File: config.mk
export PLATFORM = sky130hd
export DESIGN_NAME = iqfs_mul
export DESIGN_NICKNAME = d
export VERILOG_FILES = /design/src/iqfs_mul.sv
export SDC_FILE = /design/constraint.sdc
export NUM_CORES = 2
export LEC_CHECK = 0
export CORE_MARGIN = 1
export CORE_UTILIZATION = 57
export CTS_CLUSTER_SIZE = 20
export DETAILED_ROUTE_END_ITERATION = 16
export DONT_BUFFER_PORTS = 1
export PLACE_DENSITY = 0.72
export REMOVE_ABC_BUFFERS = 1
export SLEW_MARGIN = 25
export SYNTH_ARGS = -nofsm -noshare
export SYNTH_HDL_FRONTEND = slang
export SYNTH_SLANG_ARGS = --single-unit
File: constraint.sdc
create_clock -name clk -period 12.8 [get_ports clk]
set_clock_uncertainty 0.1 [all_clocks]
set_input_delay 3.84 -clock clk [delete_from_list [all_inputs] [get_ports clk]]
set_output_delay 3.84 -clock clk [all_outputs]
set_load 0.1 [all_outputs]
File: src/iqfs_mul.sv
module iqfs_mul (
  input  logic               clk,
  input  logic signed [35:0] a,
  input  logic signed [35:0] b,
  output logic signed [71:0] p
);
  logic signed [71:0] p_r;

  always_ff @(posedge clk) begin
    p_r <= a * b;
  end

  assign p = p_r;
endmodule

==> results.sh <==
export IMPL_cts_root_buf="clkbuf_16"
export IMPL_synthToLayoutAreaGrowth_pct=1.187
export IMPL_finalCriticalPeriod_ns=11.18
export IMPL_critical_path_required_ns=12.96
export IMPL_largest_register_ffs=72
export IMPL_die_area_mm2=0.08437
export IMPL_routed_wl_mm=121.9
export IMPL_pre_cts_ws_ns=1.246
export IMPL_ys_warn_count=0
export IMPL_post_cts_resized=0
export IMPL_crit_fanout=36
export IMPL_avgRoutedWirePerCell_um=20.67
export IMPL_mostFrequentLayoutCell="fa_1"
export IMPL_synth_cell_types=65
export IMPL_synth_edf_count=0
export IMPL_slew_headroom_pct=25.49
export IMPL_worstHoldPathType="in2reg"
export IMPL_met3_length_mm=9.858
export IMPL_critPathLaunchType="input pin"
export IMPL_multiInputGateArea_mm2=0.03984
export IMPL_fin_nets=6493
export IMPL_setup_slack_ns=1.617
export IMPL_initial_core_util_pct=57.68
export IMPL_clk_pin_slew_ns=0.08
export IMPL_drv_cap=0
export IMPL_grt_pass1_vias=37047
export IMPL_grt_pass1_wl_mm=199.8
export IMPL_nFillCells=7194
export IMPL_rsz0062_at_grt="false"
export IMPL_cts_buffers=9
export IMPL_critPathMaxStageDelay_ns=0.85
export IMPL_fin_util_pct=58.36
export IMPL_grt_max_degree=38
export IMPL_maxUsedRoutingLayer="met5"
export IMPL_timing_setup_tns_ns=0
export IMPL_io_buffer_count=0
export IMPL_grt_overflow=0
export IMPL_max_freq_ghz=0.08942
export IMPL_critPathArrivalTime_ns=11.34
export IMPL_synthFlopType="dfxtp_1"
export IMPL_gp_congestion=0.9411
export IMPL_dieWidth_um=290.5
export IMPL_synth_seq_cells=72
export IMPL_synth_seq_area_share_pct=3.039
export IMPL_cts_hold_buf=0
export IMPL_slew_viol_final=0
export IMPL_avgSynthCellArea_um2=9.293
export IMPL_async_flop_share_pct=0
export IMPL_post_cts_buffers=0
export IMPL_die_h_um=290.5
export IMPL_layout_drive_gt1_share_pct=0.7458
export IMPL_core_rowCount=105
export IMPL_ant_nets=0
export IMPL_crit_path_end_kind="register"
export IMPL_layout_common_cells="fa_1 (1378), inv_1 (1343), nand2_1 (760), and2_1 (559), ha_1 (219)"
export IMPL_min_delay_start="b[0]"
export IMPL_fin_cells=5897
export IMPL_seqCellArea_mm2=0.001443
export IMPL_ios=145
export IMPL_vias_per_cell=5.558
export IMPL_dpl_cell_count=5881
export IMPL_met1Wirelength_mm=45.33
export IMPL_cts_tree="yes"
export IMPL_drc=0
export IMPL_first_pass_iters=6
export IMPL_hold_viol=0
export IMPL_crit_chain="nand2_1 -> inv_1 -> fa_1 -> fa_1 -> fa_1 -> inv_1 -> fa_1 -> inv_1 -> fa_1 -> fa_1 -> inv_1 -> fa_1 -> fa_1 -> inv_1 -> ha_1 -> a21o_1 -> a21oi_1 -> o21ai_0 -> o21ai_1 -> a31oi_1 -> or3_1 -> o21ai_2 -> o41ai_1 -> xor2_1"
export IMPL_syn_inst=5104
export IMPL_htree_levels=3
export IMPL_antenna_cells=0
export IMPL_crit_top_cell="fa_1"
export IMPL_status="finished clean"
export IMPL_tightest_slew_ns=1.116
export IMPL_cts_num_sinks=72
export IMPL_hold_depth=1
export IMPL_min_period_over_period_pct=87.37
export IMPL_holdPathEnd="p[0]"
export IMPL_core_area_mm2=0.08224
export IMPL_drt_initial_drc_count=2206
export IMPL_synth_cell_area_mm2=0.04743
export IMPL_clk_path_buf_depth=2
export IMPL_vias=32773
export IMPL_setup_viol=0
export IMPL_antenna_found_initial=5
export IMPL_dr_wl_met2_mm=61.67
export IMPL_post_dp_hpwl_mm=98.14
export IMPL_slowest_stage="fa_1"
export IMPL_grt_usage_pct=30.70
export IMPL_path_class="in2reg"
kinds of logic (layout without fill, tap and decap cells):
family	after synthesis	count (layout)	share of synthesized area (%)
buf+inv	1637	1360	12.98
compound gates	228	228	3.094
mux	2	2	0.04484
fa+ha+maj	1598	1598	63.98
flops	72	72	3.039
simple gates	1487	1487	15.39
xor+xnor	80	80	1.477
worst max-delay path, delay by kind of cell:
family | cells | cell delay, ns
fa+ha+maj | 9 | 4.97
buf+inv | 5 | 0.48
xor+xnor | 1 | 0.15
compound gates | 7 | 1.42
simple gates | 2 | 0.45
layer usage:
| metal | global-route usage (%) | vias up |
|---|---|---|
| met2 | 53.03 | 1401 |
| met4 | 11.12 | 2 |
| met3 | 5.682 | 311 |
| li1 | - | 13768 |
| met5 | 0 | - |
| met1 | 38.66 | 17291 |
synth_stat cells (9+ instances only):
master | n | share of area, %
nor2_1 | 43 | 0.34
nand2_1 | 760 | 6.0
nand4_1 | 20 | 0.26
a31oi_1 | 9 | 0.12
nor2b_1 | 36 | 0.47
xnor2_1 | 52 | 0.96
o21ai_1 | 15 | 0.16
clkbuf_1 | 287 | 2.3
nor3_1 | 11 | 0.12
inv_1 | 1344 | 11
o21bai_1 | 10 | 0.16
o21ai_0 | 29 | 0.31
a21o_1 | 37 | 0.59
fa_1 | 1379 | 58
dfxtp_1 | 72 | 3.0
nand3_1 | 18 | 0.19
xor2_1 | 28 | 0.52
nand2b_1 | 12 | 0.16
a21oi_1 | 69 | 0.73
ha_1 | 219 | 5.8
and2_1 | 559 | 7.4
worst max path at each step:
stage,from,end,slack (ns),cells after the start
finish,a[35],p[68],1.62,24
global route,a[35],p[70],1.21,24
CTS,a[35],p[70],1.65,24
detailed placement,a[35],p[62],1.25,24
global placement,b[0],p[62],1.31,24
floorplan,b[0],p[69],2.00,19
area by class of cell:
| cell class | instances | area share, % |
|---|---|---|
| sequential | 72 | 3.006 |
| inverter | 1344 | 10.51 |
| tap | 1070 | 2.789 |
| clock buffer | 10 | 0.4979 |
| multi-input combinational | 3395 | 83.01 |
| clock inverter | 6 | 0.1903 |
through the flow:
step,hold WS [ns],cell area (µm²)
after floorplan,3.862,46320
after global placement,3.871,47660
after detailed placement,3.876,47670
after CTS,3.467,48000
after global routing,3.482,48000
final,3.483,48000
Power is left out: the tool's default activity adds up to more than one toggle a clock period on the data nets, which glitch-free logic cannot reach.
