`config.mk`:
```
export PLATFORM = sky130hd
export DESIGN_NAME = iqfs_sqrt
export DESIGN_NICKNAME = d
export VERILOG_FILES = /design/src/iqfs_pkg.sv /design/src/iqfs_sqrt.sv
export SDC_FILE = /design/constraint.sdc
export NUM_CORES = 1
export LEC_CHECK = 0
export BUFFER_PORTS_ARGS = -buffer_cell sky130_fd_sc_hd__buf_4
export CORE_UTILIZATION = 63
export CTS_CLUSTER_SIZE = 12
export DETAILED_ROUTE_END_ITERATION = 7
export PLACE_DENSITY = 0.95
export RECOVER_POWER = 100
export REMOVE_ABC_BUFFERS = 1
export SYNTH_ARGS = -nofsm -noshare
export SYNTH_HDL_FRONTEND = slang
export SYNTH_SLANG_ARGS = --single-unit
export TNS_END_PERCENT = 50
```
`constraint.sdc`:
```
create_clock -name clk -period 10.5 [get_ports clk]
set_input_delay 0.525 -clock clk [delete_from_list [all_inputs] [get_ports clk]]
set_output_delay 0.525 -clock clk [all_outputs]
set_load 0.02 [all_outputs]
```
`src/iqfs_pkg.sv`:
```
package iqfs_pkg;

  typedef logic [4:0] slot_t;

  // register file slots
  localparam slot_t SL_QW   = 5'd0;
  localparam slot_t SL_QX   = 5'd1;
  localparam slot_t SL_QY   = 5'd2;
  localparam slot_t SL_QZ   = 5'd3;
  localparam slot_t SL_A0   = 5'd4;
  localparam slot_t SL_A1   = 5'd5;
  localparam slot_t SL_A2   = 5'd6;
  localparam slot_t SL_F1   = 5'd7;
  localparam slot_t SL_F2   = 5'd8;
  localparam slot_t SL_F3   = 5'd9;
  localparam slot_t SL_S0   = 5'd10;
  localparam slot_t SL_S1   = 5'd11;
  localparam slot_t SL_S2   = 5'd12;
  localparam slot_t SL_S3   = 5'd13;
  localparam slot_t SL_R0   = 5'd14;
  localparam slot_t SL_R1   = 5'd15;
  localparam slot_t SL_R2   = 5'd16;
  localparam slot_t SL_R3   = 5'd17;
  localparam slot_t SL_D0   = 5'd18;
  localparam slot_t SL_D1   = 5'd19;
  localparam slot_t SL_D2   = 5'd20;
  localparam slot_t SL_D3   = 5'd21;
  // integrated quaternion overwrites the derivative slots in place
  localparam slot_t SL_N0   = SL_D0;
  localparam slot_t SL_GX   = 5'd22;
  localparam slot_t SL_GY   = 5'd23;
  localparam slot_t SL_GZ   = 5'd24;
  localparam slot_t SL_BETA = 5'd25;
  localparam slot_t SL_PER  = 5'd26;
  localparam slot_t SL_AX   = 5'd27;
  localparam slot_t SL_AY   = 5'd28;
  localparam slot_t SL_AZ   = 5'd29;
  localparam slot_t SL_ZERO = 5'd30;
  localparam int    NSLOT   = 31;

  localparam logic [7:0] REG_GAIN_BETA     = 8'd0;
  localparam logic [7:0] REG_SAMPLE_PERIOD = 8'd1;

  localparam logic [15:0] BETA_RST   = 16'd6554;
  localparam logic [23:0] PERIOD_RST = 24'd16777;

  localparam logic [4:0] OP_LAST1  = 5'd6;
  localparam logic [4:0] OP_FIRST2 = 5'd7;
  localparam logic [4:0] OP_LAST2  = 5'd18;

  typedef struct packed {
    logic       en;
    slot_t      a;
    slot_t      b;
    logic [4:0] sh;
    logic       neg;
    logic       dbl;
  } term_t;

  typedef struct packed {
    term_t [2:0] t;
    logic [4:0]  post_sh;
    logic        post_neg;
    slot_t       add;
    logic        add_neg;
    logic        add_one;
    slot_t       dst;
  } op_t;

  typedef struct packed {
    logic start;
    logic done;
  } unit_ctl_t;

  localparam term_t TNONE = '0;

  // round to nearest, ties up
  function automatic logic signed [71:0] rshr72(input logic signed [71:0] v,
                                                input logic [4:0] s);
    logic signed [71:0] r;
    if (s == 5'd0) begin
      r = v;
    end else begin
      r = (v + (72'sd1 <<< (s - 5'd1))) >>> s;
    end
    return r;
  endfunction

  function automatic term_t tm(input slot_t a, input slot_t b, input logic [4:0] sh,
                               input logic neg, input logic dbl);
    term_t t;
    t.en  = 1'b1;
    t.a   = a;
    t.b   = b;
    t.sh  = sh;
    t.neg = neg;
    t.dbl = dbl;
    return t;
  endfunction

  function automatic op_t mk_op(input term_t t0, input term_t t1, input term_t t2,
                                input logic [4:0] psh, input logic pneg, input slot_t add,
                                input logic aneg, input logic one, input slot_t dst);
    op_t o;
    o.t[0]     = t0;
    o.t[1]     = t1;
    o.t[2]     = t2;
    o.post_sh  = psh;
    o.post_neg = pneg;
    o.add      = add;
    o.add_neg  = aneg;
    o.add_one  = one;
    o.dst      = dst;
    return o;
  endfunction

  // microcode: error function, gradient, gyro rate, rate derivative, integration
  function automatic op_t op_rom(input logic [4:0] idx);
    op_t o;
    case (idx)
      5'd0: o = mk_op(tm(SL_QX, SL_QZ, 5'd0, 1'b0, 1'b0), tm(SL_QW, SL_QY, 5'd0, 1'b1, 1'b0),
                      TNONE, 5'd29, 1'b0, SL_A0, 1'b1, 1'b0, SL_F1);
      5'd1: o = mk_op(tm(SL_QW, SL_QX, 5'd0, 1'b0, 1'b0), tm(SL_QY, SL_QZ, 5'd0, 1'b0, 1'b0),
                      TNONE, 5'd29, 1'b0, SL_A1, 1'b1, 1'b0, SL_F2);
      5'd2: o = mk_op(tm(SL_QX, SL_QX, 5'd0, 1'b0, 1'b0), tm(SL_QY, SL_QY, 5'd0, 1'b0, 1'b0),
                      TNONE, 5'd29, 1'b1, SL_A2, 1'b1, 1'b1, SL_F3);
      5'd3: o = mk_op(tm(SL_QY, SL_F1, 5'd30, 1'b1, 1'b0), tm(SL_QX, SL_F2, 5'd30, 1'b0, 1'b0),
                      TNONE, 5'd0, 1'b0, SL_ZERO, 1'b0, 1'b0, SL_S0);
      5'd4: o = mk_op(tm(SL_QZ, SL_F1, 5'd30, 1'b0, 1'b0), tm(SL_QW, SL_F2, 5'd30, 1'b0, 1'b0),
                      tm(SL_QX, SL_F3, 5'd30, 1'b1, 1'b1),
                      5'd0, 1'b0, SL_ZERO, 1'b0, 1'b0, SL_S1);
      5'd5: o = mk_op(tm(SL_QW, SL_F1, 5'd30, 1'b1, 1'b0), tm(SL_QZ, SL_F2, 5'd30, 1'b0, 1'b0),
                      tm(SL_QY, SL_F3, 5'd30, 1'b1, 1'b1),
                      5'd0, 1'b0, SL_ZERO, 1'b0, 1'b0, SL_S2);
      5'd6: o = mk_op(tm(SL_QX, SL_F1, 5'd30, 1'b0, 1'b0), tm(SL_QY, SL_F2, 5'd30, 1'b0, 1'b0),
                      TNONE, 5'd0, 1'b0, SL_ZERO, 1'b0, 1'b0, SL_S3);
      5'd7: o = mk_op(tm(SL_QX, SL_GX, 5'd0, 1'b1, 1'b0), tm(SL_QY, SL_GY, 5'd0, 1'b1, 1'b0),
                      tm(SL_QZ, SL_GZ, 5'd0, 1'b1, 1'b0),
                      5'd21, 1'b0, SL_ZERO, 1'b0, 1'b0, SL_R0);
      5'd8: o = mk_op(tm(SL_QW, SL_GX, 5'd0, 1'b0, 1'b0), tm(SL_QY, SL_GZ, 5'd0, 1'b0, 1'b0),
                      tm(SL_QZ, SL_GY, 5'd0, 1'b1, 1'b0),
                      5'd21, 1'b0, SL_ZERO, 1'b0, 1'b0, SL_R1);
      5'd9: o = mk_op(tm(SL_QW, SL_GY, 5'd0, 1'b0, 1'b0), tm(SL_QX, SL_GZ, 5'd0, 1'b1, 1'b0),
                      tm(SL_QZ, SL_GX, 5'd0, 1'b0, 1'b0),
                      5'd21, 1'b0, SL_ZERO, 1'b0, 1'b0, SL_R2);
      5'd10: o = mk_op(tm(SL_QW, SL_GZ, 5'd0, 1'b0, 1'b0), tm(SL_QX, SL_GY, 5'd0, 1'b0, 1'b0),
                       tm(SL_QY, SL_GX, 5'd0, 1'b1, 1'b0),
                       5'd21, 1'b0, SL_ZERO, 1'b0, 1'b0, SL_R3);
      5'd11: o = mk_op(tm(SL_BETA, SL_S0, 5'd16, 1'b1, 1'b0), TNONE, TNONE,
                       5'd0, 1'b0, SL_R0, 1'b0, 1'b0, SL_D0);
      5'd12: o = mk_op(tm(SL_BETA, SL_S1, 5'd16, 1'b1, 1'b0), TNONE, TNONE,
                       5'd0, 1'b0, SL_R1, 1'b0, 1'b0, SL_D1);
      5'd13: o = mk_op(tm(SL_BETA, SL_S2, 5'd16, 1'b1, 1'b0), TNONE, TNONE,
                       5'd0, 1'b0, SL_R2, 1'b0, 1'b0, SL_D2);
      5'd14: o = mk_op(tm(SL_BETA, SL_S3, 5'd16, 1'b1, 1'b0), TNONE, TNONE,
                       5'd0, 1'b0, SL_R3, 1'b0, 1'b0, SL_D3);
      5'd15: o = mk_op(tm(SL_D0, SL_PER, 5'd24, 1'b0, 1'b0), TNONE, TNONE,
                       5'd0, 1'b0, SL_QW, 1'b0, 1'b0, SL_N0);
      5'd16: o = mk_op(tm(SL_D1, SL_PER, 5'd24, 1'b0, 1'b0), TNONE, TNONE,
                       5'd0, 1'b0, SL_QX, 1'b0, 1'b0, slot_t'(SL_N0 + 5'd1));
      5'd17: o = mk_op(tm(SL_D2, SL_PER, 5'd24, 1'b0, 1'b0), TNONE, TNONE,
                       5'd0, 1'b0, SL_QY, 1'b0, 1'b0, slot_t'(SL_N0 + 5'd2));
      5'd18: o = mk_op(tm(SL_D3, SL_PER, 5'd24, 1'b0, 1'b0), TNONE, TNONE,
                       5'd0, 1'b0, SL_QZ, 1'b0, 1'b0, slot_t'(SL_N0 + 5'd3));
      default: o = '0;
    endcase
    return o;
  endfunction

endpackage

```
`src/iqfs_sqrt.sv`:
```
module iqfs_sqrt (
  input  logic                    clk,
  input  logic                    rst_n,
  input  iqfs_pkg::unit_ctl_t     ctl_in,
  output iqfs_pkg::unit_ctl_t     ctl_out,
  input  logic [63:0]             x,
  output logic [31:0]             root
);
  import iqfs_pkg::*;

  logic        busy_r;
  logic        done_r;
  logic [63:0] x_r;
  logic [63:0] res_r;
  logic [63:0] bit_r;
  logic [63:0] trial;

  assign trial = res_r + bit_r;

  // one result bit per cycle
  always_ff @(posedge clk) begin
    if (!rst_n) begin
      busy_r <= 1'b0;
      done_r <= 1'b0;
    end else begin
      done_r <= 1'b0;
      if (ctl_in.start) begin
        x_r    <= x;
        res_r  <= '0;
        bit_r  <= 64'd1 << 62;
        busy_r <= 1'b1;
      end else if (busy_r) begin
        if (x_r >= trial) begin
          x_r   <= x_r - trial;
          res_r <= (res_r >> 1) + bit_r;
        end else begin
          res_r <= res_r >> 1;
        end
        bit_r <= bit_r >> 2;
        if (bit_r == 64'd1) begin
          busy_r <= 1'b0;
          done_r <= 1'b1;
        end
      end
    end
  end

  assign ctl_out.start = busy_r;
  assign ctl_out.done  = done_r;
  assign root          = res_r[31:0];
endmodule

```
==> impl_metrics.json, run 1 <==
{
  "drv_slew": 309,
  "cp.buffers_inverters": 3,
  "grt_pass1_vias": 12900,
  "cts_max_level": 4,
  "viasPerCell": 6.71,
  "hold_buffers": 0,
  "antenna_cells": 0,
  "max_cap_violations": 5,
  "relSlewSlack": -1.38,
  "cts_tree": "built",
  "crit_slowest_cell": "clkbuf_1",
  "status": "finished with violations",
  "drc": 0,
  "clock.fmax_ghz": 0.121,
  "fin_crit_sh": 0.787,
  "first_pass_iters": 6,
  "clkLatencyLatePin_ns": 0.46,
  "grt_start_max_net_pins": 87,
  "cts_resized": 0,
  "hold_ws_ns": 0.317,
  "clk_pin_slew_ns": 0.08,
  "antenna_left": 0,
  "coreArea_um2": 23500,
  "ys_types": 81,
  "clock-sinks": 162,
  "violations": "max-capacitance violations, max-slew violations",
  "setup_violations": 0,
  "path_max_fanout": 26,
  "critPathKind": "reg2reg",
  "hold_class": "in2reg",
  "yosysWarnings": 0,
  "leakage_uw": 0.00607,
  "final_util": 0.685,
  "grt_overflow": 0,
  "clock-skew-final_ns": 0.0177,
  "total_power_uw": 3010,
  "syn_inst": 1737,
  "startpoint_type": "flop",
  "worst_pin_slew_ns": 3.57,
  "cts_setup_buffers": 0,
  "cp_data_arrival_time_ns": 8.47,
  "finalHoldViolations": 0,
  "synth_area_per_cell_um2": 8.66,
  "antenna_found_initial": 0,
  "synth-edff-count": 160,
  "clockBufferDepth": 2,
  "fp.dieArea_um2": 24500,
  "critPathMaxStageDelay_ns": 0.95,
  "grt_pass1_wl_um": 66700,
  "grtUsageTotal": 0.348,
  "critPathRequiredTime_ns": 10.71,
  "std_cell_rows": 56,
  "worstSetupEndpointType": "flop",
  "tns_ns": 0,
  "start_util": 0.641,
  "gp_congestion": 0.977,
  "final_nets": 1958,
  "numCtsBuffers": 17,
  "numPortBuffers": 100,
  "io_pins": 102,
  "rsz0062_at_grt": "no",
  "num_vias": 14000,
  "p_per_area_nw_per_um2": 187,
  "irDropWorstVdd_mv": 0.117,
  "fp.dieW_um": 157,
  "ys_seq_area_frac": 0.322,
  "ys_seq_elements": 162,
  "post_drt_wl_per_cell_um": 20.5,
  "dp_hpwl_um": 30600,
  "areaGrowthSynthToFinish_pct": 6.88,
  "drtIter0Drc": 1868,
  "cts_root_buffer": "clkbuf_16",
  "routed_wl_um": 42900,
  "layout-drive-gt1-share": 0.0824,
  "netlist_area_um2": 15000,
  "dominantRegCellSynth": "edfxtp_1",
  "async_flop_share": 0,
  "crit_family": "compound AO/OA/AOI/OAI gates",
  "die_y_um": 157,
  "finalCriticalPeriod_ns": 8.27
}
cell families after synthesis:
kind of cell | after synthesis | synth area share
AND/OR/NAND/NOR | 563 | 0.179
AO/OA/AOI/OAI | 560 | 0.240
XOR/XNOR | 169 | 0.0984
flip-flops | 162 | 0.322
buffers and inverters | 143 | 0.0455
adder cells (fa/ha/maj) | 131 | 0.109
multiplexers | 9 | 0.00632
area by class of cell:
type | instances | area (µm²)
multi-input combinational | 1432 | 9440
fill | 1814 | 7390
sequential | 162 | 4840
timing repair buffer | 107 | 653
clock buffer | 17 | 425
tap | 319 | 399
clock inverter | 15 | 166
inverter | 39 | 148
cells in the mapped netlist (6+ instances only):
cell type,count,area [µm²]
buf_2,10,50.1
nor2b_1,53,332
nand2_1,181,679
buf_4,36,270
xor2_1,82,718
o21bai_1,31,233
o21ai_0,160,801
inv_1,38,143
o21a_1,10,75.1
nand2b_1,9,56.3
clkbuf_1,57,214
nor4_1,14,87.6
o21ai_1,6,30.0
o31ai_1,10,75.1
nor3_1,28,140
ha_1,130,1630
a211oi_1,25,188
edfxtp_1,160,4800
nand3_1,34,170
nand4_1,36,225
nor2_1,146,548
a31oi_1,65,407
a31o_2,17,149
and3_1,14,87.6
or3_1,11,68.8
a21oi_1,120,601
o211ai_1,7,52.6
a21o_1,45,338
a21boi_0,6,45.0
xnor2_1,87,762
and2_1,15,93.8
power breakdown:
part	internal (µW)	leakage (µW)	switching, µW
sequential	834	0.00156	89.8
clock	320	0.000282	325
combinational	550	0.00422	892
through the flow:
step,instance area [µm²],worst slack [ns],instances
6_report,16100,2.23,2091
5_1_grt,16100,1.84,2091
3_3_place_gp,15700,3.92,2059
3_5_place_dp,15700,3.68,2059
2_1_floorplan,14500,1.64,1633
4_1_cts,16300,3.65,2091
path summary, 6_finish.rpt:
kind | start | end | slack [ns] | depth (start not counted)
max | bit_r[0]$_SDFFCE_PP0P_ | res_r[55]$_SDFFCE_PP0P_ | 2.23 | 26
min | rst_n | done_r$_SDFF_PP0_ | 0.32 | 2
max reg2reg | bit_r[0]$_SDFFCE_PP0P_ | res_r[55]$_SDFFCE_PP0P_ | 2.23 | 26
min reg2reg | busy_r$_SDFF_PN0_ | done_r$_SDFF_PP0_ | 0.50 | 1
registers in the layout, summed over array words and instances (netlist names):
register,cells
busy_r,1
res_r,64
x_r,64
done_r,1
bit_r,32
routing by layer:
metal / up-vias / global-route usage / part of all wire
met5: - / 0 / 0
met4: 0 / 0.125 / 0.030
met3: 133 / 0.0565 / 0.11
met2: 978 / 0.552 / 0.45
met1: 6451 / 0.478 / 0.41
li1: 6460 / - / -
layout by cell type (no fill, tap or decap), types with 31 or more instances in the layout:
master,count
xor2_1,82
xnor2_1,87
nor2b_1,53
a21o_1,45
nand3_1,34
o21bai_1,31
buf_4,67
nor2_1,146
a21oi_1,119
nand4_1,36
o21ai_0,167
edfxtp_1,160
clkbuf_1,40
inv_1,38
nand2_1,181
a31oi_1,66
ha_1,130
worst register-to-register path, cell delays in order, from the launching register on:
cell	delay, ns
edfxtp_1	0.48
ha_1	0.26
ha_1	0.23
a21o_1	0.21
a31oi_1	0.26
o21ai_0	0.26
a21o_1	0.25
a21boi_0	0.48
o21bai_1	0.24
a21oi_1	0.28
o21ai_0	0.27
a21oi_1	0.22
nor2b_1	0.07
xnor2_1	0.16
ha_1	0.38
nand2_1	0.12
nor2_1	0.15
nand2_1	0.14
nor2_1	0.28
a21oi_1	0.11
o32ai_1	0.23
clkbuf_1	0.60
nor2_1	0.12
inv_1	0.66
clkbuf_1	0.96
o21ai_0	0.28
mux2_2	0.33
No activity file was read; power rests on OpenSTA's default activity.
==> run 2: changes to the inputs <==
Settings changed: CORE_UTILIZATION 63 to 57, PLACE_DENSITY 0.95 to 0.91.
Clock period 10.5 ns to 7.4 ns, I/O delays scaled along.
==> run 2 against run 1 <==
The flow still finishes with violations (max-capacitance violations, max-slew violations); global-route usage shrank 4.4 points; fmax grew 19%; critical path depth down 1; worst setup slack lost 1.8 ns; cell count increased by 0.96%; clock skew shrank 0.00086 ns; clock power is 30% higher; die area grew 10%; utilization down 6.4 points; clock-buffer cell count is 1 higher; via count is 2.2% lower; critical endpoint is now res_r[22]$_SDFFCE_PP0P_.
==> impl_metrics.json, run 2 (synthesized netlist as in run 1, its figures left out) <==
{
  "final_util": 0.621,
  "gp_congestion": 0.950,
  "worstSetupEndpointType": "flop",
  "clock.fmax_ghz": 0.144,
  "io_pins": 102,
  "final_nets": 1962,
  "crit_slowest_cell": "nor2_2",
  "viasPerCell": 6.50,
  "worst_pin_slew_ns": 3.54,
  "critPathRequiredTime_ns": 7.44,
  "leakage_uw": 0.00608,
  "final_common_cell": "nand2_1",
  "grtUsageTotal": 0.303,
  "fin_crit_sh": 0.938,
  "fin_ws_ns": 0.456,
  "largestRegisters": "res_r: 64 flops, x_r: 64 flops, bit_r: 32 flops",
  "antenna_left": 0,
  "antenna_cells": 0,
  "areaGrowthSynthToFinish_pct": 7.18,
  "final_cell_mix": "181 x nand2_1, 164 x o21ai_0, 160 x edfxtp_1, 145 x nor2_1, 130 x ha_1",
  "critPathKind": "reg2reg",
  "worstHoldStart": "rst_n",
  "clock-sinks": 162,
  "cts_tree": "built",
  "grt_pass1_vias": 12600,
  "grt_pass1_wl_um": 64300,
  "coreArea_um2": 26000,
  "r2r-start": "bit_r[0]$_SDFFCE_PP0P_",
  "crit_family": "compound AO/OA/AOI/OAI gates",
  "numCtsBuffers": 17,
  "grt_overflow": 0,
  "hold_class": "in2reg",
  "fp.dieArea_um2": 27000,
  "drtIter0Drc": 1631,
  "clockBufferDepth": 2,
  "multi_input_area_um2": 9480,
  "grt_start_max_net_pins": 97,
  "p_per_area_nw_per_um2": 259,
  "drv_slew": 323,
  "drc": 0,
  "startpoint_type": "flop",
  "routed_wl_um": 40900,
  "fp.dieW_um": 164,
  "post_drt_wl_per_cell_um": 19.4,
  "cp-startpoint": "bit_r[0]$_SDFFCE_PP0P_",
  "max_cap_violations": 5,
  "rsz0062_at_grt": "no",
  "start_util": 0.579,
  "first_pass_iters": 6,
  "cts_root_buffer": "clkbuf_16",
  "cts_max_level": 4,
  "cts_resized": 0,
  "antenna_found_initial": 0,
  "pre_cts_slack_ns": 0.868,
  "path_max_fanout": 31,
  "irDropWorstVdd_mv": 0.179,
  "violations": "max-capacitance violations, max-slew violations",
  "layout-drive-gt1-share": 0.0878,
  "std_cell_rows": 59,
  "clkLatencyLatePin_ns": 0.45,
  "clk_pin_slew_ns": 0.07,
  "cts_setup_buffers": 0,
  "n_fill_cell": 2169,
  "status": "finished with violations",
  "clock-skew-final_ns": 0.0168,
  "num_vias": 13700,
  "finalCriticalPeriod_ns": 6.94,
  "register_area_um2": 4840,
  "critPathMaxStageDelay_ns": 0.58,
  "cp_data_arrival_time_ns": 6.98,
  "setup_violations": 0,
  "finalHoldViolations": 0,
  "dp_hpwl_um": 30400,
  "die_y_um": 164,
  "relSlewSlack": -1.36,
  "numPortBuffers": 100,
  "hold_buffers": 0,
  "cp.buffers_inverters": 3
}
[run 2: layout make-up]
class | count | area share
Multi-Input combinational cell | 1432 | 0.588
Clock inverter | 14 | 0.00660
Clock buffer | 18 | 0.0266
Tap cell | 335 | 0.0260
Inverter | 39 | 0.00916
Timing Repair Buffer | 111 | 0.0432
Sequential cell | 162 | 0.300
[run 2: worst reg2reg max path, stage by stage, from the launching register on]
cell and delay, ns:
edfxtp_1 0.50, ha_1 0.25, ha_1 0.21, a21o_1 0.20
a31oi_1 0.28, o21ai_0 0.28, a21o_1 0.27, a21boi_0 0.48
o21bai_1 0.24, a21oi_1 0.31, o21ai_1 0.20, xnor2_1 0.29
ha_1 0.34, nand2_1 0.16, nor2_1 0.10, and2_1 0.19
a21oi_1 0.20, o21ai_0 0.17, a21oi_1 0.15, o32ai_1 0.09
buf_4 0.22, nor2_2 0.58, inv_2 0.27, buf_4 0.32
nor2_1 0.17, a211oi_1 0.07
[run 2: final timing paths]
| check | depth (start not counted) | slack [ns] | end |
|---|---|---|---|
| hold / removal | 2 | 0.19 | done_r$_SDFF_PP0_ |
| hold reg to reg | 1 | 0.51 | done_r$_SDFF_PP0_ |
| setup / recovery | 25 | 0.46 | res_r[22]$_SDFFCE_PP0P_ |
| setup reg to reg | 25 | 0.46 | res_r[22]$_SDFFCE_PP0P_ |
[run 2: metrics by stage]
step	total power [µW]	hold WS, ns	instances	cell area, µm²	TNS (ns)
after floorplan	2790	0.469	1633	14500	-93.66
after global placement	3250	0.492	2079	15800	0
after detailed placement	3320	0.502	2079	15800	0
after CTS	4170	0.188	2111	16300	0
after global routing	4440	0.196	2111	16100	0
final	4180	0.193	2111	16100	0
[run 2: metal layers]
layer	wire length, µm	share of wire	track usage
met1	17900	0.44	0.426
met2	18100	0.44	0.469
met3	3580	0.087	0.0492
met4	1260	0.031	0.112
met5	0	0	0
[run 2: where the power goes]
part | internal (µW) | total, µW | switching [µW]
Combinational | 795 | 2040 | 1240
Clock | 434 | 840 | 407
Sequential | 1180 | 1310 | 123
