$ cat src/iqfs_pkg.sv
package iqfs_pkg;

  typedef logic [4:0] slot_t;

  // register file slots
  localparam slot_t SL_QW   = 5'd0;
  localparam slot_t SL_QX   = 5'd1;
  localparam slot_t SL_QY   = 5'd2;
  localparam slot_t SL_QZ   = 5'd3;
  localparam slot_t SL_A0   = 5'd4;
  localparam slot_t SL_A1   = 5'd5;
  localparam slot_t SL_A2   = 5'd6;
  localparam slot_t SL_F1   = 5'd7;
  localparam slot_t SL_F2   = 5'd8;
  localparam slot_t SL_F3   = 5'd9;
  localparam slot_t SL_S0   = 5'd10;
  localparam slot_t SL_S1   = 5'd11;
  localparam slot_t SL_S2   = 5'd12;
  localparam slot_t SL_S3   = 5'd13;
  localparam slot_t SL_R0   = 5'd14;
  localparam slot_t SL_R1   = 5'd15;
  localparam slot_t SL_R2   = 5'd16;
  localparam slot_t SL_R3   = 5'd17;
  localparam slot_t SL_D0   = 5'd18;
  localparam slot_t SL_D1   = 5'd19;
  localparam slot_t SL_D2   = 5'd20;
  localparam slot_t SL_D3   = 5'd21;
  // integrated quaternion overwrites the derivative slots in place
  localparam slot_t SL_N0   = SL_D0;
  localparam slot_t SL_GX   = 5'd22;
  localparam slot_t SL_GY   = 5'd23;
  localparam slot_t SL_GZ   = 5'd24;
  localparam slot_t SL_BETA = 5'd25;
  localparam slot_t SL_PER  = 5'd26;
  localparam slot_t SL_AX   = 5'd27;
  localparam slot_t SL_AY   = 5'd28;
  localparam slot_t SL_AZ   = 5'd29;
  localparam slot_t SL_ZERO = 5'd30;
  localparam int    NSLOT   = 31;

  localparam logic [7:0] REG_GAIN_BETA     = 8'd0;
  localparam logic [7:0] REG_SAMPLE_PERIOD = 8'd1;

  localparam logic [15:0] BETA_RST   = 16'd6554;
  localparam logic [23:0] PERIOD_RST = 24'd16777;

  localparam logic [4:0] OP_LAST1  = 5'd6;
  localparam logic [4:0] OP_FIRST2 = 5'd7;
  localparam logic [4:0] OP_LAST2  = 5'd18;

  typedef struct packed {
    logic       en;
    slot_t      a;
    slot_t      b;
    logic [4:0] sh;
    logic       neg;
    logic       dbl;
  } term_t;

  typedef struct packed {
    term_t [2:0] t;
    logic [4:0]  post_sh;
    logic        post_neg;
    slot_t       add;
    logic        add_neg;
    logic        add_one;
    slot_t       dst;
  } op_t;

  typedef struct packed {
    logic start;
    logic done;
  } unit_ctl_t;

  localparam term_t TNONE = '0;

  // round to nearest, ties up
  function automatic logic signed [71:0] rshr72(input logic signed [71:0] v,
                                                input logic [4:0] s);
    logic signed [71:0] r;
    if (s == 5'd0) begin
      r = v;
    end else begin
      r = (v + (72'sd1 <<< (s - 5'd1))) >>> s;
    end
    return r;
  endfunction

  function automatic term_t tm(input slot_t a, input slot_t b, input logic [4:0] sh,
                               input logic neg, input logic dbl);
    term_t t;
    t.en  = 1'b1;
    t.a   = a;
    t.b   = b;
    t.sh  = sh;
    t.neg = neg;
    t.dbl = dbl;
    return t;
  endfunction

  function automatic op_t mk_op(input term_t t0, input term_t t1, input term_t t2,
                                input logic [4:0] psh, input logic pneg, input slot_t add,
                                input logic aneg, input logic one, input slot_t dst);
    op_t o;
    o.t[0]     = t0;
    o.t[1]     = t1;
    o.t[2]     = t2;
    o.post_sh  = psh;
    o.post_neg = pneg;
    o.add      = add;
    o.add_neg  = aneg;
    o.add_one  = one;
    o.dst      = dst;
    return o;
  endfunction

  // microcode: error function, gradient, gyro rate, rate derivative, integration
  function automatic op_t op_rom(input logic [4:0] idx);
    op_t o;
    case (idx)
      5'd0: o = mk_op(tm(SL_QX, SL_QZ, 5'd0, 1'b0, 1'b0), tm(SL_QW, SL_QY, 5'd0, 1'b1, 1'b0),
                      TNONE, 5'd29, 1'b0, SL_A0, 1'b1, 1'b0, SL_F1);
      5'd1: o = mk_op(tm(SL_QW, SL_QX, 5'd0, 1'b0, 1'b0), tm(SL_QY, SL_QZ, 5'd0, 1'b0, 1'b0),
                      TNONE, 5'd29, 1'b0, SL_A1, 1'b1, 1'b0, SL_F2);
      5'd2: o = mk_op(tm(SL_QX, SL_QX, 5'd0, 1'b0, 1'b0), tm(SL_QY, SL_QY, 5'd0, 1'b0, 1'b0),
                      TNONE, 5'd29, 1'b1, SL_A2, 1'b1, 1'b1, SL_F3);
      5'd3: o = mk_op(tm(SL_QY, SL_F1, 5'd30, 1'b1, 1'b0), tm(SL_QX, SL_F2, 5'd30, 1'b0, 1'b0),
                      TNONE, 5'd0, 1'b0, SL_ZERO, 1'b0, 1'b0, SL_S0);
      5'd4: o = mk_op(tm(SL_QZ, SL_F1, 5'd30, 1'b0, 1'b0), tm(SL_QW, SL_F2, 5'd30, 1'b0, 1'b0),
                      tm(SL_QX, SL_F3, 5'd30, 1'b1, 1'b1),
                      5'd0, 1'b0, SL_ZERO, 1'b0, 1'b0, SL_S1);
      5'd5: o = mk_op(tm(SL_QW, SL_F1, 5'd30, 1'b1, 1'b0), tm(SL_QZ, SL_F2, 5'd30, 1'b0, 1'b0),
                      tm(SL_QY, SL_F3, 5'd30, 1'b1, 1'b1),
                      5'd0, 1'b0, SL_ZERO, 1'b0, 1'b0, SL_S2);
      5'd6: o = mk_op(tm(SL_QX, SL_F1, 5'd30, 1'b0, 1'b0), tm(SL_QY, SL_F2, 5'd30, 1'b0, 1'b0),
                      TNONE, 5'd0, 1'b0, SL_ZERO, 1'b0, 1'b0, SL_S3);
      5'd7: o = mk_op(tm(SL_QX, SL_GX, 5'd0, 1'b1, 1'b0), tm(SL_QY, SL_GY, 5'd0, 1'b1, 1'b0),
                      tm(SL_QZ, SL_GZ, 5'd0, 1'b1, 1'b0),
                      5'd21, 1'b0, SL_ZERO, 1'b0, 1'b0, SL_R0);
      5'd8: o = mk_op(tm(SL_QW, SL_GX, 5'd0, 1'b0, 1'b0), tm(SL_QY, SL_GZ, 5'd0, 1'b0, 1'b0),
                      tm(SL_QZ, SL_GY, 5'd0, 1'b1, 1'b0),
                      5'd21, 1'b0, SL_ZERO, 1'b0, 1'b0, SL_R1);
      5'd9: o = mk_op(tm(SL_QW, SL_GY, 5'd0, 1'b0, 1'b0), tm(SL_QX, SL_GZ, 5'd0, 1'b1, 1'b0),
                      tm(SL_QZ, SL_GX, 5'd0, 1'b0, 1'b0),
                      5'd21, 1'b0, SL_ZERO, 1'b0, 1'b0, SL_R2);
      5'd10: o = mk_op(tm(SL_QW, SL_GZ, 5'd0, 1'b0, 1'b0), tm(SL_QX, SL_GY, 5'd0, 1'b0, 1'b0),
                       tm(SL_QY, SL_GX, 5'd0, 1'b1, 1'b0),
                       5'd21, 1'b0, SL_ZERO, 1'b0, 1'b0, SL_R3);
      5'd11: o = mk_op(tm(SL_BETA, SL_S0, 5'd16, 1'b1, 1'b0), TNONE, TNONE,
                       5'd0, 1'b0, SL_R0, 1'b0, 1'b0, SL_D0);
      5'd12: o = mk_op(tm(SL_BETA, SL_S1, 5'd16, 1'b1, 1'b0), TNONE, TNONE,
                       5'd0, 1'b0, SL_R1, 1'b0, 1'b0, SL_D1);
      5'd13: o = mk_op(tm(SL_BETA, SL_S2, 5'd16, 1'b1, 1'b0), TNONE, TNONE,
                       5'd0, 1'b0, SL_R2, 1'b0, 1'b0, SL_D2);
      5'd14: o = mk_op(tm(SL_BETA, SL_S3, 5'd16, 1'b1, 1'b0), TNONE, TNONE,
                       5'd0, 1'b0, SL_R3, 1'b0, 1'b0, SL_D3);
      5'd15: o = mk_op(tm(SL_D0, SL_PER, 5'd24, 1'b0, 1'b0), TNONE, TNONE,
                       5'd0, 1'b0, SL_QW, 1'b0, 1'b0, SL_N0);
      5'd16: o = mk_op(tm(SL_D1, SL_PER, 5'd24, 1'b0, 1'b0), TNONE, TNONE,
                       5'd0, 1'b0, SL_QX, 1'b0, 1'b0, slot_t'(SL_N0 + 5'd1));
      5'd17: o = mk_op(tm(SL_D2, SL_PER, 5'd24, 1'b0, 1'b0), TNONE, TNONE,
                       5'd0, 1'b0, SL_QY, 1'b0, 1'b0, slot_t'(SL_N0 + 5'd2));
      5'd18: o = mk_op(tm(SL_D3, SL_PER, 5'd24, 1'b0, 1'b0), TNONE, TNONE,
                       5'd0, 1'b0, SL_QZ, 1'b0, 1'b0, slot_t'(SL_N0 + 5'd3));
      default: o = '0;
    endcase
    return o;
  endfunction

endpackage

$ cat src/iqfs_div.sv
module iqfs_div (
  input  logic                clk,
  input  logic                rst_n,
  input  iqfs_pkg::unit_ctl_t ctl_in,
  output iqfs_pkg::unit_ctl_t ctl_out,
  input  logic [29:0]         mag,
  input  logic [31:0]         den,
  output logic [30:0]         quo
);
  import iqfs_pkg::*;

  logic        busy_r;
  logic        done_r;
  logic [31:0] rem_r;
  logic [30:0] num_r;
  logic [30:0] quo_r;
  logic [31:0] den_r;
  logic [4:0]  cnt_r;
  logic [32:0] trial;
  logic [32:0] diff;

  // (mag << 30) / den, quotient known to fit 31 bits, so the top 29 dividend
  // bits seed the remainder
  assign trial = {rem_r, num_r[30]};
  assign diff  = trial - {1'b0, den_r};

  always_ff @(posedge clk) begin
    if (!rst_n) begin
      busy_r <= 1'b0;
      done_r <= 1'b0;
    end else begin
      done_r <= 1'b0;
      if (ctl_in.start) begin
        rem_r  <= {3'd0, mag[29:1]};
        num_r  <= {mag[0], 30'd0};
        quo_r  <= '0;
        den_r  <= den;
        cnt_r  <= 5'd30;
        busy_r <= 1'b1;
      end else if (busy_r) begin
        if (trial >= {1'b0, den_r}) begin
          rem_r <= diff[31:0];
          quo_r <= {quo_r[29:0], 1'b1};
        end else begin
          rem_r <= trial[31:0];
          quo_r <= {quo_r[29:0], 1'b0};
        end
        num_r <= num_r << 1;
        cnt_r <= cnt_r - 5'd1;
        if (cnt_r == 5'd0) begin
          busy_r <= 1'b0;
          done_r <= 1'b1;
        end
      end
    end
  end

  assign ctl_out.start = busy_r;
  assign ctl_out.done  = done_r;
  assign quo           = quo_r;
endmodule

$ cat config.mk
export PLATFORM = sky130hd
export DESIGN_NAME = iqfs_div
export DESIGN_NICKNAME = d
export VERILOG_FILES = /design/src/iqfs_pkg.sv /design/src/iqfs_div.sv
export SDC_FILE = /design/constraint.sdc
export NUM_CORES = 1
export LEC_CHECK = 0
export ABC_AREA = 1
export BUFFER_PORTS_ARGS = -buffer_cell sky130_fd_sc_hd__buf_2
export CAP_MARGIN = 20
export CORE_MARGIN = 2
export CORE_UTILIZATION = 55
export CTS_CLUSTER_SIZE = 25
export DETAILED_ROUTE_END_ITERATION = 8
export PLACE_DENSITY = 0.77
export SLEW_MARGIN = 0
export SYNTH_ARGS = -nofsm -noshare
export SYNTH_HDL_FRONTEND = slang
export SYNTH_SLANG_ARGS = --single-unit
$ cat constraint.sdc
create_clock -name clk -period 14.2 [get_ports clk]
set_input_delay 4.26 -clock clk [delete_from_list [all_inputs] [get_ports clk]]
set_output_delay 4.26 -clock clk [all_outputs]
set_load 0.1 [all_outputs]
==> results of run 1 <==
[synth_stat cells, drive strengths merged]
cell	count
dfxtp	2
nor3	2
inv	188
or3	1
nand3	65
and2	2
clkinv	1
clkbuf	5
nand4	10
ha	33
nand3b	25
buf	14
nor2	82
a21boi	1
xor2	1
xnor2	12
nor4	2
edfxtp	101
fa	1
o21ai	11
o21bai	3
nand2	333
a21oi	29
[through the flow]
stage | setup WS [ns] | util, % | area, um^2 | hold slack (ns) | std cells
final | 7.556 | 63.12 | 7901 | 0.5280 | 1194
after floorplan | 5.846 | - | 6983 | 0.4367 | 924
after CTS | 7.543 | 63.12 | 7901 | 0.5267 | 1194
after detailed placement | 7.152 | 60.82 | 7612 | 0.5160 | 1178
after global placement | 7.196 | 60.82 | 7612 | 0.5110 | 1178
after global routing | 7.307 | 63.12 | 7901 | 0.5464 | 1194
[final cells by class]
class	instances	area, um^2
Fill cell	1173	4616
Multi-Input combinational cell	613	3099
Sequential cell	103	3073
Inverter	189	709.4
Timing Repair Buffer	101	515.5
Clock buffer	10	229.0
Tap cell	172	215.2
Clock inverter	6	60.06
[layer usage]
| layer | wire length [um] | up-vias | track usage (%) |
|---|---|---|---|
| li1 | - | 3069 | - |
| met1 | 7651 | 2667 | 34.09 |
| met2 | 7530 | 141 | 42.17 |
| met3 | 962 | 19 | 6.175 |
| met4 | 248 | 0 | 6.824 |
| met5 | 0 | - | 0 |
[final timing paths]
kind | slack (ns) | cells after the start | to | start
worst max-delay path | 7.56 | 6 | rem_r[3]$_DFFE_PP_ | ctl_in[1]
worst min-delay path | 0.53 | 2 | done_r$_SDFF_PP0_ | busy_r$_SDFF_PN0_
worst max register to register | 11.37 | 15 | rem_r[28]$_DFFE_PP_ | rem_r[7]$_DFFE_PP_
worst min register to register | 0.53 | 2 | done_r$_SDFF_PP0_ | busy_r$_SDFF_PN0_
[critical path: cells and delay by family]
kind | cells | cell delay (ns)
AO/OA/AOI/OAI | 1 | 0.58
buffers and inverters | 5 | 1.69
[power by group]
part | total, uW | switching (uW) | internal [uW]
logic | 286 | 199 | 87.8
clock network | 249 | 125 | 124
registers | 373 | 9.77 | 363
[state kept, by name, summed over array words and instances (netlist names)]
name and count:
den_r 32, rem_r 32, quo 31, cnt_r 5, busy_r 1, done_r 1, num_r 1
[logic make-up (layout without fill, tap and decap cells)]
family,count (synthesis),count (layout)
simple gates,522,522
compound gates,44,44
buf+inv,208,306
flops,103,103
xor+xnor,13,13
fa+ha+maj,34,34
==> results.md, run 1 <==
- CP Launch Type: input port
- Fin Clk Skew: 0.01474 ns
- Worst-path cell with the longest stage delay: buf_4
- DIE HEIGHT: about 120 um
- Max Slew Vio Count: 0
- Clk slew on worst S/H paths: around 0.070 ns
- Yosys top cell area share: about 43%
- Post-CTS setup repair buffer count: 0
- Slew HR: 54.68%
- Layout cell share with drive strength beyond 1: between 10% and 20%
- Final TNS setup: 0 ns
- Main combinational cell family by area after synthesis: simple AND/OR/NAND/NOR gates
- Drt total wl: ~16 mm
- Worst path most repeated cell: buf_4
- Cts bufs inserted: 9
- Status: complete, no violations
- Vias per Instance: between 4 and 5
- # setup viols final: 0
- Max FO, Critical Path: 66
- Mux share of post-synthesis cell area: 0%
- Static leakage: slightly above 0.004 uW
- DRC viols: 0
- Final hold viol count: 0
- Highest clock rate: 150.5 MHz
- Post-Synth Simple-Gate Area: 32.72%
- Syn Nets: 1024
- Unrepaired setup endpoints after global routing: false
- DRC violation total after the first TritonRoute iteration: 354
- Crit Path Class: in -> reg
- Synth Instances: between 900 and 1000
- Register bit total from synthesis: slightly above 100
- Critical Path RT: 14.19 ns
- First-pass GRT wire length: between 20 and 30 mm
- Drt first pass iters: 5
- Nets@finish: roughly 1100
- Max cap viols: 0
- Vias post-DR: around 5900
- Vias in the first global route: ~5600
- CTS tree: yes
- N_diodes: 0
- Crit-path max cell delay: about 0.65 ns
- Mapped cell area: roughly 0.0070 mm^2
- Num ports: roughly 100
- Compound-Gate Fraction of Synth Area: between 3 and 4%
- Antenna viol nets, final: 0
- Tot GR Track Use: between 20% and 30%
- Synth warnings: 0
- Adder-cell area share of the yosys netlist: between 6 and 7%
- Post-DP HPWL: between 10 and 15 mm
- Netlist cell types: 38
- Initial Util: a little under three fifths
- Max H-tree Level: 3
- Crit-path cells: buf_2 -> buf_4 -> clkinv_1 -> buf_4 -> a21oi_4 -> buf_4
- Total Power: 907.9 uW
- Worst Setup End Kind: flip-flop
- Routed len/inst: ~14 um
- Root Driver: clkbuf_16
- Hold_buf cts: 0
- Worst hold path class: reg -> reg
- Maximum VDD drop: between 100 and 150 uV
- Overflow left after global routing: 0
- Cts repair resizes: 0
- Fin crit period: about 6.6 ns
- Core Region: 0.01252 mm^2
- Critical path arrival: about 6.6 ns
- Seq/Total Area, Yosys: between 40% and 50%
- Cell Pwr Density: roughly 110 mW/mm^2
- Commonest non-fill, non-tap cell in the layout: nand2_1
- Die area: approximately 0.014 mm^2
- Yosys top cell by area: edfxtp_1
- Final GP Congestion: 0.9459
- Post-Syn Area per Cell: roughly 7.6 um^2
- Synth area leaders: edfxtp_1 43%, nand2_1 17%, inv_1 9.8%
- Clock Latency Late Sink: 0.37 ns
- Longest Clk Path Bufs: 2
- Commonest non-fill, non-tap cells in the layout: 321 x nand2_1, 182 x inv_1, 101 x edfxtp_1, 97 x buf_2, 71 x nor2_1
- Area growth syn-to-layout: 13.15%
- Clk sinks: slightly above 100
- Site Rows: 41
- Synth Area in XOR/XNOR: ~1.6%
- Largest net degree at the start of global routing: 67
- Port Buffer Count: a little under 100
- Tightest Pin Transition: 0.6798 ns
- Initial antenna violation count: 0
- Tcrit/Tclk final: a little under half
- Chip width: about 120 um
No activity file was read; power rests on OpenSTA's default activity.
==> run 2, diff against run 1 <==
--- a/config.mk
+++ b/config.mk
@@ -5,14 +5,14 @@
 export SDC_FILE = /design/constraint.sdc
 export NUM_CORES = 1
 export LEC_CHECK = 0
-export ABC_AREA = 1
+export ABC_AREA = 0
 export BUFFER_PORTS_ARGS = -buffer_cell sky130_fd_sc_hd__buf_2
 export CAP_MARGIN = 20
 export CORE_MARGIN = 2
 export CORE_UTILIZATION = 55
 export CTS_CLUSTER_SIZE = 25
 export DETAILED_ROUTE_END_ITERATION = 8
-export PLACE_DENSITY = 0.77
+export PLACE_DENSITY = 0.78
 export SLEW_MARGIN = 0
 export SYNTH_ARGS = -nofsm -noshare
 export SYNTH_HDL_FRONTEND = slang
==> constraint.sdc (replaced) <==
create_clock -name clk -period 6.35 [get_ports clk]
set_input_delay 1.905 -clock clk [delete_from_list [all_inputs] [get_ports clk]]
set_output_delay 1.905 -clock clk [all_outputs]
set_load 0.1 [all_outputs]
==> results.md, run 2 <==
- Count leader, synth: edfxtp_1
- Maximum VDD drop: around 160 uV
- Static leakage: a little under 0.003 uW
- Port Buffer Count: between 90 and 100
- Max Slew Vio Count: 0
- Register bit total from synthesis: about 100
- N_diodes: 0
- Critical Path RT: between 6 and 7 ns
- Crit Path Class: in -> reg
- Post-CTS setup repair buffer count: 0
- Vias in the first global route: 4332
- Grt met1 use: ~28%
- Tcrit/Tclk final: about three fifths
- Max cap viols: 0
- Most used DFF post-synth: edfxtp_1
- Final TNS setup: 0 ns
- Area growth syn-to-layout: 12.91%
- DRC violation total after the first TritonRoute iteration: between 200 and 250
- Vias per Instance: between 5 and 6
- Slew HR: roughly half
- CTS tree: yes
- Drt total wl: roughly 12 mm
- Drt first pass iters: 5
- Async set-reset flop share out of synthesis: 0%
- Hold_buf cts: 0
- Status: complete, no violations
- First-pass GRT wire length: 20.22 mm
- Met2 usage: roughly 37%
- Flop pwr share: between 40% and 50%
- Die area: between 0.01 and 0.015 mm^2
- Total Power: approximately 1900 uW
- Critical path arrival: just under 4 ns
- Post-DP HPWL: slightly below 9 mm
- Num ports: 99
- Cts repair resizes: 0
- Cells after DPL: between 700 and 800
- Unrepaired setup endpoints after global routing: false
- Cts bufs inserted: 9
- Worst Setup End Kind: flip-flop
- Site Rows: 38
- Synth cell count leaders: 101 x edfxtp_1, 45 x nand2_1, 43 x inv_1
- Mapped cell area: around 0.006 mm^2
- Overflow left after global routing: 0
- Worst hold path class: reg -> reg
- Busiest grt layer: met2
- Tot GR Track Use: 22.10%
- Clk slew on worst S/H paths: ~0.090 ns
- Synth Instances: ~550
- Grt met3 use: under 10%
- Commonest non-fill, non-tap cells in the layout: 101 x edfxtp_1, 97 x buf_2, 45 x nand2_1, 43 x inv_1, 37 x nor2b_1
- Netlist cell types: roughly 70
- Final GP Congestion: 0.8597
- Nets@finish: 742
- Fin crit period: about 3.9 ns
- Tightest Pin Transition: roughly 0.8 ns
- Highest clock rate: 259.2 MHz
- # setup viols final: 0
- Initial Util: a little under three fifths
- Synth area leaders: edfxtp_1 50%, ha_1 6.8%, nor2b_1 3.8%
- CP Launch Type: input port
- Commonest non-fill, non-tap cell in the layout: edfxtp_1
- Final hold viol count: 0
- Longest Clk Path Bufs: 2
- Core Region: between 0.01 and 0.015 mm^2
- Antenna viol nets, final: 0
- DIE HEIGHT: between 100 and 150 um
- Yosys top cell by area: edfxtp_1
- Seq/Total Area, Yosys: 50.74%
- Part of the power in the clock network: a little under a quarter
- Int Power: roughly 1300 uW
- Fin Clk Skew: about 0.012 ns
- Max H-tree Level: 3
- Synth warnings: 0
- Chip width: about 110 um
- Layout fillers: approximately 900
- Largest net degree at the start of global routing: 61
- Switching share of power: around a third
- Initial antenna violation count: 0
- Number of flops mapped to enable cells by yosys: between 100 and 150
- Vias post-DR: 4413
- Routed len/inst: 15.66 um
- Root Driver: clkbuf_8
- Switching power total: about 620 uW
- Cell Pwr Density: around 280 mW/mm^2
- Yosys top cell area share: between 50% and 60%
- Clk sinks: approximately 100
- Cell Count, Final, Fillers Out: between 700 and 800
- DRC viols: 0
- Clock Latency Late Sink: between 0.3 and 0.4 ns
- Max FO, Critical Path: 46
- Logic pwr share: between 30% and 40%
- Layout cell share with drive strength beyond 1: a little over a fifth
- Syn Nets: about 650
- Post-Syn Area per Cell: ~11 um^2
[run 2: cell types whose count changed in the layout (fill, tap and decap cells not counted), sizes merged, moves of 10 or more]
cell,change
a21o,+17
inv,-149
mux2i,+20
nand2,-288
nand2b,+10
nand3,-56
nand3b,-22
nor2,-61
nor2b,+37
o21ai,+30
[run 2: path summary, 6_finish.rpt]
check | startpoint | to | slack, ns | depth (start not counted)
hold reg to reg | busy_r$_SDFF_PN0_ | done_r$_SDFF_PP0_ | 0.48 | 2
hold / removal | busy_r$_SDFF_PN0_ | done_r$_SDFF_PP0_ | 0.48 | 2
setup / recovery | ctl_in[1] | quo[0]$_SDFFCE_PP0P_ | 2.49 | 3
setup reg to reg | rem_r[2]$_DFFE_PP_ | rem_r[10]$_DFFE_PP_ | 3.00 | 10
[run 2: per-layer routing]
layer  vias up  wire [um]
met1      2088       5515
li1       2195          -
met2       113       5989
met5         -          0
met3        17        618
met4         0        200
[run 2: per-stage QoR]
stage | hold WS (ns) | util [%] | setup WS, ns | area (um^2)
global placement | 0.4511 | 61.48 | 2.077 | 6635
finish | 0.4772 | 63.36 | 2.492 | 6838
global route | 0.4981 | 63.36 | 2.316 | 6838
CTS | 0.4705 | 63.36 | 2.460 | 6838
floorplan | 0.4290 | - | 2.214 | 6056
detailed placement | 0.4542 | 61.48 | 2.044 | 6635
[run 2: final cells by class]
class | instances | area (um^2) | share of cell area (%)
Timing Repair Buffer | 101 | 515.5 | 7.539
Clock inverter | 2 | 60.06 | 0.8783
Inverter | 43 | 161.4 | 2.360
Multi-Input combinational cell | 384 | 2710 | 39.63
Tap cell | 140 | 175.2 | 2.562
Clock buffer | 14 | 142.6 | 2.086
Sequential cell | 103 | 3073 | 44.94
[run 2: worst max-delay path: stages]
cell    delay [ns]
buf_2         0.59
o21a_2        0.75
buf_4         0.58
[run 2: power groups by stage]
stage / clock network (uW) / logic [uW] / registers, uW
2_1_floorplan: 0 / 409 / 937
3_3_place_gp: 0 / 594 / 853
3_5_place_dp: 0 / 612 / 856
4_1_cts: 448 / 615 / 841
5_1_grt: 471 / 673 / 847
6_report: 439 / 614 / 840
[run 2: cell families after synthesis]
logic type      synth area share (%)
buf+inv                        4.525
xor+xnor                       3.471
simple gates                   14.11
compound gates                 15.64
mux                            4.359
fa+ha+maj                      7.149
flops                          50.74
==> run 3, diff against run 2 <==
--- a/config.mk
+++ b/config.mk
@@ -5,11 +5,11 @@
 export SDC_FILE = /design/constraint.sdc
 export NUM_CORES = 1
 export LEC_CHECK = 0
-export ABC_AREA = 0
+export ABC_AREA = 1
 export BUFFER_PORTS_ARGS = -buffer_cell sky130_fd_sc_hd__buf_2
 export CAP_MARGIN = 20
 export CORE_MARGIN = 2
-export CORE_UTILIZATION = 55
+export CORE_UTILIZATION = 53
 export CTS_CLUSTER_SIZE = 25
 export DETAILED_ROUTE_END_ITERATION = 8
 export PLACE_DENSITY = 0.78
==> constraint.sdc (replaced) <==
create_clock -name clk -period 3.3 [get_ports clk]
set_input_delay 0.99 -clock clk [delete_from_list [all_inputs] [get_ports clk]]
set_output_delay 0.99 -clock clk [all_outputs]
set_load 0.1 [all_outputs]
==> results.md, run 3 (same netlist as run 1, synthesis figures left out) <==
- Status: complete, no violations
- # setup viols final: 0
- Clock Latency Late Sink: between 0.3 and 0.4 ns
- Core Region: 0.01272 mm^2
- Highest clock rate: ~380 MHz
- Final TNS setup: 0 ns
- R2R depth: 15
- Port Buffer Count: 97
- Fin crit period: roughly 2.6 ns
- Reg-to-reg slack, setup: between 0.6 and 0.7 ns
- Critical Path RT: approximately 3.4 ns
- Die area: approximately 0.014 mm^2
- Worst r2r src: rem_r[7]$_DFFE_PP_
- N_diodes: 0
- Clk sinks: around 100
- Hold_buf cts: 0
- First-pass GRT wire length: 27.10 mm
- Overflow left after global routing: 0
- Post-DP HPWL: roughly 13 mm
- Initial antenna violation count: 0
- R2R Path End: rem_r[28]$_DFFE_PP_
- Static leakage: 0.004138 uW
- DRC violation total after the first TritonRoute iteration: 383
- Slew HR: 63.51%
- Site Rows: about 40
- Crit path from: rem_r[7]$_DFFE_PP_
- Tot GR Track Use: around a quarter
- Unrepaired setup endpoints after global routing: false
- Cell Pwr Density: approximately 500 mW/mm^2
- DIE HEIGHT: ~120 um
- Chip width: approximately 120 um
- Worst hold path class: reg -> reg
- Num ports: 99
- Max cap viols: 0
- Vias post-DR: about 5900
- Maximum VDD drop: 368.3 uV
- Cts bufs inserted: 9
- Largest net degree at the start of global routing: just over 70
- Tcrit/Tclk final: about four fifths
- CP Launch Type: flip-flop
- Drt first pass iters: 6
- Antenna viol nets, final: 0
- Cell Count, Final, Fillers Out: 1197
- Post-CTS setup repair buffer count: 0
- Layout fillers: 1202
- Layout cell share with drive strength beyond 1: between 10% and 20%
- Drt total wl: roughly 16 mm
- Commonest non-fill, non-tap cells in the layout: 321 x nand2_1, 182 x inv_1, 101 x edfxtp_1, 97 x buf_2, 71 x nor2_1
- Max H-tree Level: 3
- Routed len/inst: approximately 14 um
- Root Driver: clkbuf_16
- Max FO, Critical Path: 36
- Critical path arrival: between 2 and 3 ns
- Cells after DPL: 1181
- Worst Setup End Kind: flip-flop
- Initial Util: a little over half
- Max Slew Vio Count: 0
- Longest Clk Path Bufs: 2
- CTS tree: yes
- CP endpoint: rem_r[28]$_DFFE_PP_
- Cts repair resizes: 0
- Final hold viol count: 0
- DRC viols: 0
- Vias per Instance: approximately 5.0
- Area growth syn-to-layout: 13.87%
- Commonest non-fill, non-tap cell in the layout: nand2_1
- Nets@finish: around 1100
- Vias in the first global route: between 5000 and 6000
- Tightest Pin Transition: approximately 0.54 ns
- Crit Path Class: reg -> reg
- Clk slew on worst S/H paths: 0.07 ns
- Final GP Congestion: roughly 0.94
- Fin Clk Skew: ~0.011 ns
==> run 3: area by class of cell <==
type | instances | area [um^2] | area share [%]
Timing Repair Buffer | 104 | 550.5 | 6.924
Multi-Input combinational cell | 613 | 3099 | 38.98
Tap cell | 172 | 215.2 | 2.707
Clock inverter | 6 | 75.07 | 0.9441
Clock buffer | 10 | 229.0 | 2.880
Inverter | 189 | 709.4 | 8.922
Sequential cell | 103 | 3073 | 38.65
==> run 3: critical path: stages (launching register included) <==
cell	delay, ns
edfxtp_1	0.45
ha_1	0.41
nand2_2	0.14
inv_2	0.03
nand2_1	0.05
nand2_1	0.08
inv_2	0.06
nand3_2	0.13
nand2_2	0.11
nand2_2	0.07
nand2_4	0.18
nand2_8	0.22
nand2_1	0.25
nand2_1	0.08
nand2_1	0.07
nand2_1	0.05
==> run 3: where the power goes <==
part / leakage (uW) / total (uW) / internal [uW] / switching [uW]
Combinational: 0.00301 / 1230 / 384 / 850
Clock: 0.000146 / 1110 / 603 / 510
Sequential: 0.000981 / 1600 / 1560 / 41.8
Total: 0.00414 / 3950 / 2550 / 1400
==> run 3: worst min-delay path by stage <==
stage	startpoint	endpoint	slack [ns]	cells past startpoint
finish	busy_r$_SDFF_PN0_	done_r$_SDFF_PP0_	0.53	2
global route	busy_r$_SDFF_PN0_	done_r$_SDFF_PP0_	0.56	2
CTS	busy_r$_SDFF_PN0_	done_r$_SDFF_PP0_	0.53	2
detailed placement	busy_r$_SDFF_PN0_	done_r$_SDFF_PP0_	0.52	2
global placement	busy_r$_SDFF_PN0_	done_r$_SDFF_PP0_	0.51	2
floorplan	busy_r$_SDFF_PN0_	done_r$_SDFF_PP0_	0.50	2
==> run 3: routing by layer <==
| metal | share of wire (%) | GRT usage [%] | wire, um |
|---|---|---|---|
| met3 | 5.9 | 5.502 | 963 |
| met5 | 0 | 0 | 0 |
| met2 | 46 | 39.98 | 7607 |
| met4 | 1.7 | 8.185 | 284 |
| met1 | 46 | 31.70 | 7565 |
==> run 3: through the flow <==
stage | setup WS [ns] | area, um^2 | total power [uW] | utilization, % | hold slack, ns
2_1_floorplan | 0.4680 | 6994 | 2588 | - | 0.4962
3_3_place_gp | 0.7206 | 7647 | 2831 | 60.11 | 0.5135
3_5_place_dp | 0.7053 | 7647 | 2855 | 60.11 | 0.5192
4_1_cts | 0.6814 | 7951 | 3964 | 62.50 | 0.5302
5_1_grt | 0.4588 | 7951 | 4177 | 62.50 | 0.5584
6_report | 0.6688 | 7951 | 3949 | 62.50 | 0.5274
